<file path="config.mk">
export PLATFORM = sky130hd
export DESIGN_NAME = fixed_to_decimal_digits
export DESIGN_NICKNAME = d
export VERILOG_FILES = /design/src/sv/ftdd_pkg.sv /design/src/sv/ftdd_dabble.sv /design/src/sv/fixed_to_decimal_digits.sv
export SDC_FILE = /design/constraint.sdc
export NUM_CORES = 2
export LEC_CHECK = 0
export BUFFER_PORTS_ARGS = -buffer_cell sky130_fd_sc_hd__buf_2
export CAP_MARGIN = 10
export CORE_AREA = 4 4 287 289
export CTS_CLUSTER_SIZE = 30
export DETAILED_ROUTE_END_ITERATION = 7
export DIE_AREA = 0 0 291 293
export GPL_ROUTABILITY_DRIVEN = 1
export HOLD_SLACK_MARGIN = 0.12
export PLACE_DENSITY = 0.55
export SLEW_MARGIN = 20
export SYNTH_ARGS = -nofsm -noshare
export SYNTH_HDL_FRONTEND = slang
export SYNTH_SLANG_ARGS = --single-unit
</file>
<file path="constraint.sdc">
create_clock -name clock -period 13.3 [get_ports clock]
set_input_delay 1.995 -clock clock [delete_from_list [all_inputs] [get_ports clock]]
set_output_delay 1.995 -clock clock [all_outputs]
set_load 0.05 [all_outputs]
</file>
<file path="src/sv/ftdd_pkg.sv">
package ftdd_pkg;

   localparam int VALUE_WIDTH    = 48;
   localparam int PLACES_WIDTH   = 3;
   localparam int DIGIT_WIDTH    = 4;
   localparam int NUM_DIGITS     = 5;
   localparam int BCD_WIDTH      = DIGIT_WIDTH * NUM_DIGITS;
   localparam int WHOLE_WIDTH    = 17;
   localparam int SCALE_WIDTH    = 14;
   localparam int SCALED_WIDTH   = VALUE_WIDTH + SCALE_WIDTH;
   localparam int LIMIT_WIDTH    = 3;
   localparam int REQ_DATA_WIDTH = 56;
   localparam int RSP_DATA_WIDTH = 24;
   localparam int RSP_USER_WIDTH = 2;

   localparam int FRACTION_BITS_DEFAULT = 16;

   // binary-to-BCD shift steps per pipeline stage
   localparam int STEPS_A = 6;
   localparam int STEPS_B = 6;
   localparam int STEPS_C = WHOLE_WIDTH - STEPS_A - STEPS_B;

   localparam logic [WHOLE_WIDTH-1:0] MAX_SHOWN  = WHOLE_WIDTH'(99999);
   localparam logic [DIGIT_WIDTH-1:0] BLANK_CODE = DIGIT_WIDTH'(10);
   localparam logic [DIGIT_WIDTH-1:0] DABBLE_MIN = DIGIT_WIDTH'(5);
   localparam logic [DIGIT_WIDTH-1:0] DABBLE_ADD = DIGIT_WIDTH'(3);

   // travels alongside the digits
   typedef struct packed {
      logic                   neg;
      logic                   sat;
      logic [LIMIT_WIDTH-1:0] limit;
   } side_type;

   typedef struct packed {
      logic [BCD_WIDTH-1:0]   bcd;
      logic [WHOLE_WIDTH-1:0] bin;
   } dabble_type;

   // one double-dabble step: correct each digit, then shift one binary bit in
   function automatic dabble_type dabble_step(input dabble_type x);
      dabble_type             y;
      logic [DIGIT_WIDTH-1:0] d;
      y = x;
      for (int i = 0; i < NUM_DIGITS; i++) begin
         d = x.bcd[i*DIGIT_WIDTH +: DIGIT_WIDTH];
         if (d >= DABBLE_MIN) begin
            d = d + DABBLE_ADD;
         end
         y.bcd[i*DIGIT_WIDTH +: DIGIT_WIDTH] = d;
      end
      y = {y.bcd[BCD_WIDTH-2:0], y.bin, 1'b0};
      return y;
   endfunction

endpackage

</file>
<file path="src/sv/ftdd_dabble.sv">
module ftdd_dabble #(
   parameter int STEPS = 6
) (
   input  logic                clock,
   input  logic                reset,
   input  logic                load,
   input  logic                in_valid,
   input  ftdd_pkg::dabble_type in_word,
   input  ftdd_pkg::side_type   in_side,
   output logic                out_valid,
   output ftdd_pkg::dabble_type out_word,
   output ftdd_pkg::side_type   out_side
);
   import ftdd_pkg::*;

   logic       valid_ff;
   dabble_type word_ff;
   dabble_type word_in;
   side_type   side_ff;

   always_comb begin
      word_in = in_word;
      for (int s = 0; s < STEPS; s++) begin
         word_in = dabble_step(word_in);
      end
   end

   always_ff @(posedge clock) begin
      if (reset) begin
         valid_ff <= 1'b0;
      end else if (load) begin
         valid_ff <= in_valid;
      end
   end

   always_ff @(posedge clock) begin
      if (load) begin
         word_ff <= word_in;
         side_ff <= in_side;
      end
   end

   assign out_valid = valid_ff;
   assign out_word  = word_ff;
   assign out_side  = side_ff;

endmodule

</file>
<file path="src/sv/fixed_to_decimal_digits.sv">
// Fixed-point reading to five display digits. A signed reading with
// FRACTION_BITS fraction bits and a count of decimal places (1 to 4; any
// other count means none) give a sign flag, five digit codes and a
// saturation flag. The magnitude is scaled by 10^places, rounded half up and
// capped at 99999; leading zeros among the first (4 - places) digits, or the
// first four with no valid place count, show as code 10 (blank). A negative
// reading that rounds to zero still reports is_negative. The block takes one
// item per clock while the output is not stalled; each item passes through
// seven register stages: magnitude, 48x14 multiply, round and cap, three
// double-dabble stages, and the output register with the blanking logic.
// Every stage has its own valid bit and loads whenever it is empty or the
// stage after it moves, so bubbles close up under a stalled output.
module fixed_to_decimal_digits #(
   parameter int FRACTION_BITS = ftdd_pkg::FRACTION_BITS_DEFAULT
) (
   input  logic                                clock,
   input  logic                                reset,
   // req_tdata, from bit 0: value_fixed[47:0], decimal_places[2:0], zero fill
   input  logic                                req_tvalid,
   output logic                                req_tready,
   input  logic [ftdd_pkg::REQ_DATA_WIDTH-1:0] req_tdata,
   // rsp_tdata, from bit 0: digit_ten_thousands, digit_thousands,
   //   digit_hundreds, digit_tens, digit_units (4 bits each), zero fill
   // rsp_tuser, from bit 0: is_negative, saturated
   output logic                                rsp_tvalid,
   input  logic                                rsp_tready,
   output logic [ftdd_pkg::RSP_DATA_WIDTH-1:0] rsp_tdata,
   output logic [ftdd_pkg::RSP_USER_WIDTH-1:0] rsp_tuser
);
   import ftdd_pkg::*;

   // rounding bit sits just below the binary point
   localparam int RND_IDX = (FRACTION_BITS > 0) ? FRACTION_BITS - 1 : 0;

   // stage enables, from the output back
   logic en_out, en_c, en_b, en_a, en3, en2, en1;

   // stage 1: sign and magnitude, scale and blank limit
   logic                      v1_ff;
   logic                      neg1_ff, neg1_in;
   logic [VALUE_WIDTH-1:0]    mag1_ff, mag1_in;
   logic [SCALE_WIDTH-1:0]    scale1_ff, scale1_in;
   logic [LIMIT_WIDTH-1:0]    limit1_ff, limit1_in;
   logic [VALUE_WIDTH-1:0]    raw;
   logic [PLACES_WIDTH-1:0]   places;

   // stage 2: scaled magnitude
   logic                      v2_ff;
   logic [SCALED_WIDTH-1:0]   scaled2_ff, scaled2_in;
   logic                      neg2_ff;
   logic [LIMIT_WIDTH-1:0]    limit2_ff;

   // stage 3: rounded, capped integer
   logic                      v3_ff;
   logic [WHOLE_WIDTH-1:0]    whole3_ff, whole3_in;
   side_type                  side3_ff, side3_in;
   logic [SCALED_WIDTH-1:0]   whole_wide;
   logic                      rnd;
   logic                      over;

   // double-dabble stages
   logic       va, vb, vc;
   dabble_type word3, word_a, word_b, word_c;
   side_type   side_a, side_b, side_c;

   // output register
   logic                      out_v_ff;
   logic [RSP_DATA_WIDTH-1:0] rsp_data_ff, rsp_data_in;
   logic [RSP_USER_WIDTH-1:0] rsp_user_ff, rsp_user_in;
   logic [DIGIT_WIDTH-1:0]    dig;
   logic                      run;

   assign en_out     = !out_v_ff || rsp_tready;
   assign en_c       = !vc       || en_out;
   assign en_b       = !vb       || en_c;
   assign en_a       = !va       || en_b;
   assign en3        = !v3_ff    || en_a;
   assign en2        = !v2_ff    || en3;
   assign en1        = !v1_ff    || en2;
   assign req_tready = en1;

   // ---- stage 1 ----
   assign raw    = req_tdata[VALUE_WIDTH-1:0];
   assign places = req_tdata[VALUE_WIDTH +: PLACES_WIDTH];

   always_comb begin
      neg1_in = raw[VALUE_WIDTH-1];
      // the most negative reading negates to 2^47, which fits unsigned
      mag1_in = neg1_in ? (~raw + VALUE_WIDTH'(1)) : raw;
      unique case (places)
         3'd1: begin
            scale1_in = SCALE_WIDTH'(10);
            limit1_in = LIMIT_WIDTH'(3);
         end
         3'd2: begin
            scale1_in = SCALE_WIDTH'(100);
            limit1_in = LIMIT_WIDTH'(2);
         end
         3'd3: begin
            scale1_in = SCALE_WIDTH'(1000);
            limit1_in = LIMIT_WIDTH'(1);
         end
         3'd4: begin
            scale1_in = SCALE_WIDTH'(10000);
            limit1_in = LIMIT_WIDTH'(0);
         end
         default: begin
            // no valid place count: whole units, four digits may blank
            scale1_in = SCALE_WIDTH'(1);
            limit1_in = LIMIT_WIDTH'(4);
         end
      endcase
   end

   always_ff @(posedge clock) begin
      if (reset) begin
         v1_ff <= 1'b0;
      end else if (en1) begin
         v1_ff <= req_tvalid;
      end
   end

   always_ff @(posedge clock) begin
      if (en1) begin
         neg1_ff   <= neg1_in;
         mag1_ff   <= mag1_in;
         scale1_ff <= scale1_in;
         limit1_ff <= limit1_in;
      end
   end

   // ---- stage 2: exact product ----
   assign scaled2_in = SCALED_WIDTH'(mag1_ff) * SCALED_WIDTH'(scale1_ff);

   always_ff @(posedge clock) begin
      if (reset) begin
         v2_ff <= 1'b0;
      end else if (en2) begin
         v2_ff <= v1_ff;
      end
   end

   always_ff @(posedge clock) begin
      if (en2) begin
         scaled2_ff <= scaled2_in;
         neg2_ff    <= neg1_ff;
         limit2_ff  <= limit1_ff;
      end
   end

   // ---- stage 3: round half up and cap ----
   always_comb begin
      whole_wide = scaled2_ff >> FRACTION_BITS;
      rnd        = (FRACTION_BITS > 0) ? scaled2_ff[RND_IDX] : 1'b0;
      // cap when the integer part is already too big, or rounding pushes it over
      over = (|whole_wide[SCALED_WIDTH-1:WHOLE_WIDTH])
             || (whole_wide[WHOLE_WIDTH-1:0] > MAX_SHOWN)
             || ((whole_wide[WHOLE_WIDTH-1:0] == MAX_SHOWN) && rnd);
      whole3_in = over ? MAX_SHOWN
                       : whole_wide[WHOLE_WIDTH-1:0] + WHOLE_WIDTH'(rnd);
      side3_in.neg   = neg2_ff;
      side3_in.sat   = over;
      side3_in.limit = limit2_ff;
   end

   always_ff @(posedge clock) begin
      if (reset) begin
         v3_ff <= 1'b0;
      end else if (en3) begin
         v3_ff <= v2_ff;
      end
   end

   always_ff @(posedge clock) begin
      if (en3) begin
         whole3_ff <= whole3_in;
         side3_ff  <= side3_in;
      end
   end

   // ---- stages 4 to 6: binary to BCD, six, six and five shift steps ----
   assign word3.bcd = '0;
   assign word3.bin = whole3_ff;

   ftdd_dabble #(.STEPS(STEPS_A)) u_dabble_a (
      .clock     (clock),
      .reset     (reset),
      .load      (en_a),
      .in_valid  (v3_ff),
      .in_word   (word3),
      .in_side   (side3_ff),
      .out_valid (va),
      .out_word  (word_a),
      .out_side  (side_a)
   );

   ftdd_dabble #(.STEPS(STEPS_B)) u_dabble_b (
      .clock     (clock),
      .reset     (reset),
      .load      (en_b),
      .in_valid  (va),
      .in_word   (word_a),
      .in_side   (side_a),
      .out_valid (vb),
      .out_word  (word_b),
      .out_side  (side_b)
   );

   ftdd_dabble #(.STEPS(STEPS_C)) u_dabble_c (
      .clock     (clock),
      .reset     (reset),
      .load      (en_c),
      .in_valid  (vb),
      .in_word   (word_b),
      .in_side   (side_b),
      .out_valid (vc),
      .out_word  (word_c),
      .out_side  (side_c)
   );

   // ---- stage 7: leading-zero blanking and output register ----
   // BCD holds the ten-thousands digit at the top; tdata wants it at the bottom
   always_comb begin
      run         = 1'b1;
      rsp_data_in = '0;
      for (int i = 0; i < NUM_DIGITS; i++) begin
         dig = word_c.bcd[(NUM_DIGITS-1-i)*DIGIT_WIDTH +: DIGIT_WIDTH];
         run = run && (LIMIT_WIDTH'(i) < side_c.limit) && (dig == '0);
         rsp_data_in[i*DIGIT_WIDTH +: DIGIT_WIDTH] = run ? BLANK_CODE : dig;
      end
      rsp_user_in = {side_c.sat, side_c.neg};
   end

   always_ff @(posedge clock) begin
      if (reset) begin
         out_v_ff <= 1'b0;
      end else if (en_out) begin
         out_v_ff <= vc;
      end
   end

   always_ff @(posedge clock) begin
      if (en_out) begin
         rsp_data_ff <= rsp_data_in;
         rsp_user_ff <= rsp_user_in;
      end
   end

   assign rsp_tvalid = out_v_ff;
   assign rsp_tdata  = rsp_data_ff;
   assign rsp_tuser  = rsp_user_ff;

endmodule

</file>
Word-level counts from Yosys, hierarchy flattened:

Cells that the tools add are included.

* flip-flop bits (word level): 274
* logic and storage cells: 300
* bits of input ports: 60
* output and inout bits: 28

* reductions and logical operators: 32
* $add $sub $neg: 72
* multiply operators: 1
* magnitude comparators: 76
* bitwise gates (word level): 1
* multiplexer cells: 73
* equality and inequality tests: 5

Operators by type and width (number)
* 4-bit by 3-bit greater-or-equal comparator with 1-bit output, second input constant: 65
* 4-bit two-way mux: 58
* 4-bit by 2-bit adder with 4-bit output, second input constant: 54
* 48-bit by 14-bit multiplier with 62-bit output: 1
* 14-bit one-hot mux with 4 select lines: 1
* 48-bit by 1-bit adder with 48-bit output, second input constant: 1
* 48-bit inverter: 1
* 47-bit two-way mux: 1
* 3-bit by 2-bit adder with 3-bit output, second input constant: 11
* 3-bit two-way mux: 11
* 29-bit OR reduction: 1
* 4-bit logical NOT: 5
* 17-bit by 1-bit adder with 17-bit output: 1
* 17-bit equality test, second input constant: 1
* 17-bit greater-than comparator, second input constant: 1
* 1-bit by 2-bit adder with 3-bit output, second input constant: 5
* 1-bit by 3-bit greater-or-equal comparator with 1-bit output, second input constant: 5
* 3-bit one-hot mux with 4 select lines: 1
* 1-bit logical AND: 10
* 1-bit logical OR: 9
* 1-bit logical NOT: 7
* 3-bit by 2-bit equality test with 1-bit output, second input constant: 2
* 1-bit by 3-bit < comparator with 1-bit output, first input constant: 2
* 2-bit by 3-bit < comparator with 1-bit output, first input constant: 2
* 4 further kinds: 4

Depth between registers and ports, before layout:

* depth after elaboration: 12
* depth in mapped cells: 29
* depth with buffers taken out: 27

By module:

From an unflattened synthesis, not the netlist that was laid out.

* cell total of the unflattened synthesis: 4150
* area total of the unflattened synthesis: 38471.9 µm²

Modules (own cells, without submodules)
* fixed_to_decimal_digits: times used 1, area each 23784.1 µm², cells each 2362, seq. area each 4674.5 µm²
* ftdd_dabble (u_dabble_a ...): times used 2, area each 5052.3 µm², cells each 610, seq. area each 1101.1 µm²
* ftdd_dabble (u_dabble_c): times used 1, area each 4583.1 µm², cells each 568, seq. area each 1131.1 µm²

Worst setup path after synthesis:

No wires, ideal clock.

* path type: flip-flop to flip-flop
* start: register scale1_ff[10]
* end: register scaled2_ff[42] (data pin)
* cell stages (with the launch flop): 27
* required time: 13037 ps
* path buffers: 2
* clock period less this slack: 7199 ps
* library setup time: 263 ps
* path slack: 6101 ps
* data arrival time: 6936 ps
* cell sequence: edfxtp_1 > clkbuf_1 > clkbuf_1 > and2_1 > inv_1 > fa_1 > fa_1 > inv_1 > fa_1 > fa_1 > fa_1 > inv_1 > fa_1 > inv_1 > ha_1 > a21o_1 > a21o_1 > a21o_1 > a221o_1 > a221oi_1 > o21ai_1 > a21oi_1 > nor2_1 > a211oi_1 > o21bai_1 > a311oi_1 > xnor2_1

* word-level cells in the longest chain between the ends: 1

Ends and longest elaborated chain
* start, declared: RTL line fixed_to_decimal_digits.sv:42 `logic [SCALE_WIDTH-1:0] scale1_ff, scale1_in;`
* start signal, assigned: RTL line fixed_to_decimal_digits.sv:127 `scale1_ff <= scale1_in;`
* 48-bit by 14-bit multiplier with 62-bit output: RTL line fixed_to_decimal_digits.sv:133 `assign scaled2_in = SCALED_WIDTH'(mag1_ff) * SCALED_WIDTH'(scale1_ff);`
* named net scaled2_in[42]: RTL line fixed_to_decimal_digits.sv:49 `logic [SCALED_WIDTH-1:0] scaled2_ff, scaled2_in;`
* end signal, assigned: RTL line fixed_to_decimal_digits.sv:145 `scaled2_ff <= scaled2_in;`
* end, declared: RTL line fixed_to_decimal_digits.sv:49

The timed path passes the listed nets, and every way through them passes these cells.
A chain may end at the register's enable or synchronous reset.

Final worst setup path:

Same ends and word-level chain as after synthesis.

==> reports/summary.txt <==
Status = complete, no violations
Yosys cell types = 90
Largest family of logic cells by synthesized area = adder cells
Clock root buffer = clkbuf_16
Slowest-stage cell, CP = fa_1
Worst Path Buf+Inv = 5
Min-Delay Endpoint = u_dabble_a.out_word[11]
Compound-Gate Fraction of Synth Area = 9.14%
Final critical-path share of the clock period = 60.1%
Total placed cells including tap cells = 4105
CP max stage delay = 580 ps
R2R Setup Slk = 5310 ps
Req. time, crit path = 13610 ps
Hold wc startpoint = whole3_ff[5]
Buffers on Ports = 78
# hold bufs at CTS = 0
RSZ-0062 raised after global routing = false
Final Hold Viols = 0
Initial Util = 37.8%
Critical Path AT = 8310 ps
Hold depth = 0
Final critical-path required period = 7990 ps
Clk_lat worst skew = 580 ps
Post-synthesis mux area share = 1.84%
Hold crit path type = flip-flop to flip-flop
Syn Area/Cell = 9.89 sq um
FF-to-FF End = scaled2_ff[42]
GRT Resource Usage Total = 15.0%
Drt first pass iters = 5
Num ports = 88
Fmax = 125 MHz
Drt via density = 4.80
Post-Synth Simple-Gate Area = 13.3%
Worst path most repeated cell = fa_1
P per Cell Area = 132 nW/um^2
Total grt overflow = 0
CP Capture Type = flip-flop
Final Skew = 8.52 ps
Die ar. = 85300 sq um
Resize count post-CTS = 0
Commonest non-fill, non-tap cells in the layout = inv_1, fa_1, nand2_1
Slew Limit Headroom = 33.3%
Pin count of the biggest net entering global routing = 60
Leakage = 15.2 nW
Clk sinks = 233
Post-synthesis xor/xnor area fraction = 4.38%
Mapped cell area = 30200 sq um
Seq/Total Area, Yosys = 23.0%
Max VDD drop = 104 uV
RD Place Congestion = 0.840
Synthesized flop and latch total = 233
Post-CTS setup buffer count = 0
WL/cell = 15.0 um
Routed via count = 20000
Reg clk slew, reported paths = 60 ps
Antenna violations before repair = 0
Crit start category = flip-flop
DP HPWL = 50600 um
Max_cap viols = 0
First-pass GRT wire length = 106000 um
Row Count = 104
DRT iter0 DRCs = 894
Routed Antenna Nets = 0
CTS tree = done
Layout cells sized above 1 = 6.23%
Core ar. = 79900 sq um
Crit-path max FO = 48
Critical path's top delay family = adder cells
Routed WL = 62500 um
Asr flop ratio synth = 0%
Post-Synthesis Cells = 3049
Final setup fails = 0
Synthesis-to-layout area growth = 7.86%
CTS Buf Count = 28
Layout net count = 3816
Die width = 291 um
Commonest non-fill, non-tap cell in the layout = inv_1
Ys flop type = edfxtp_1
Reg2Reg Depth = 25
# DRC = 0
Post-synth EDFFs = 226
Post-synthesis adder-cell area fraction = 39.4%
Max Slew Vio Count = 0
R2R Path Start = scale1_ff[10]
Setup Crit Path Kind = flip-flop to flip-flop
Maximum clock path buffer count = 3
Worst-margin pin slew = 1000 ps
Finished Layout Cells = 4158
DIE HEIGHT = 293 um
Setup_tns = 0 ps
Number of global-route vias before repair = 20700
Yosys warns = 0
H-tree depth = 1
## Yosys cell counts, types with 11 or more instances
cell / number / area, sq um
nand2b_1: 36 / 225
ha_1: 231 / 2890
edfxtp_1: 226 / 6790
a21o_1: 47 / 353
nand4_1: 19 / 119
a21oi_1: 102 / 510
nor2b_1: 29 / 181
and3_1: 14 / 87.6
mux2i_1: 31 / 310
o21a_1: 12 / 90.1
nor4_1: 15 / 93.8
mux2_2: 18 / 203
a211oi_1: 11 / 82.6
o31ai_1: 16 / 120
clkbuf_1: 82 / 308
nor3_1: 20 / 100
inv_1: 602 / 2260
xnor2_1: 103 / 902
nand3_1: 34 / 170
a31oi_1: 14 / 87.6
o21ai_0: 89 / 445
a21boi_0: 11 / 82.6
nand2_1: 334 / 1250
xor2_1: 41 / 359
and2_1: 166 / 1040
fa_1: 450 / 9010
o21bai_1: 19 / 143
nor2_1: 102 / 383
## where the power goes
group          internal, mW  switching, mW
Combinational          1.03           1.39
Clock                 0.461          0.313
Sequential             1.00         0.0958
Total                  2.49           1.80
## worst register-to-register path, delay by kind of cell, from the launching register on
family | cells | cell delay, ps
AOI/OAI and AO/OA | 10 | 2730
xor gates and xnor gates | 1 | 110
adders and majority gates | 7 | 3430
buffers and inverters | 5 | 700
DFF | 1 | 320
and+or+nand+nor | 2 | 460
## worst max-delay path by stage
stage                   from              to  depth (start not counted)  slack (ps)
6_report       scale1_ff[10]  scaled2_ff[42]                         25        5310
4_1_cts        scale1_ff[10]  scaled2_ff[42]                         25        5300
5_1_grt        scale1_ff[10]  scaled2_ff[42]                         25        4860
3_5_place_dp   scale1_ff[10]  scaled2_ff[42]                         25        5310
3_3_place_gp   scale1_ff[10]  scaled2_ff[58]                         25        5310
2_1_floorplan  scale1_ff[10]  scaled2_ff[42]                         26        6100
## area by class of cell
class	instances	area, sq um
fill	8048	47400
tap	1060	1330
clock buffer	35	747
timing repair buffer	89	473
inverter	604	2270
clock inverter	17	210
multi-input combinational	2119	20600
sequential	233	6930
antenna	1	2.50
## flip-flops by register name, summed over array words and instances, names as in the netlist, 7 cells and up
signal and flops:
mag1_ff 48, rsp_tdata 20, u_dabble_a.out_word 18, whole3_ff 17, scaled2_ff 47, scale1_ff 7, u_dabble_c.out_word 20, u_dabble_b.out_word 20
## cells by family (layout without fill, tap and decap cells)
family                   after synthesis  count (layout)
AND/OR/NAND/NOR                      821             821
buffers and inverters                700             745
adder cells (fa/ha/maj)              681             681
AO/OA/AOI/OAI                        414             414
flip-flops                           233             233
XOR/XNOR                             147             147
multiplexers                          52              52
other                                  1               5
## metal layers
metal	vias to the layer above	wire, um	GRT usage (%)
met5	-	0	0
met1	9758	30300	21.9
li1	9835	-	-
met2	344	28100	24.2
met4	0	832	2.16
met3	39	3250	2.68
## stage by stage
stage / worst slack, ps / power [mW] / instance area, sq um / utilization (%) / hold slack [ps]
after floorplan: 6100 / 2.97 / 30200 / - / 400
final: 5310 / 4.29 / 32500 / 40.7 / 415
after global routing: 4860 / 4.78 / 32500 / 40.7 / 423
after CTS: 5300 / 4.36 / 32500 / 40.7 / 419
after global placement: 5310 / 3.54 / 31600 / 39.5 / 401
after detailed placement: 5310 / 3.55 / 31600 / 39.5 / 405
Note: power is estimated with default switching activity, not from simulation.
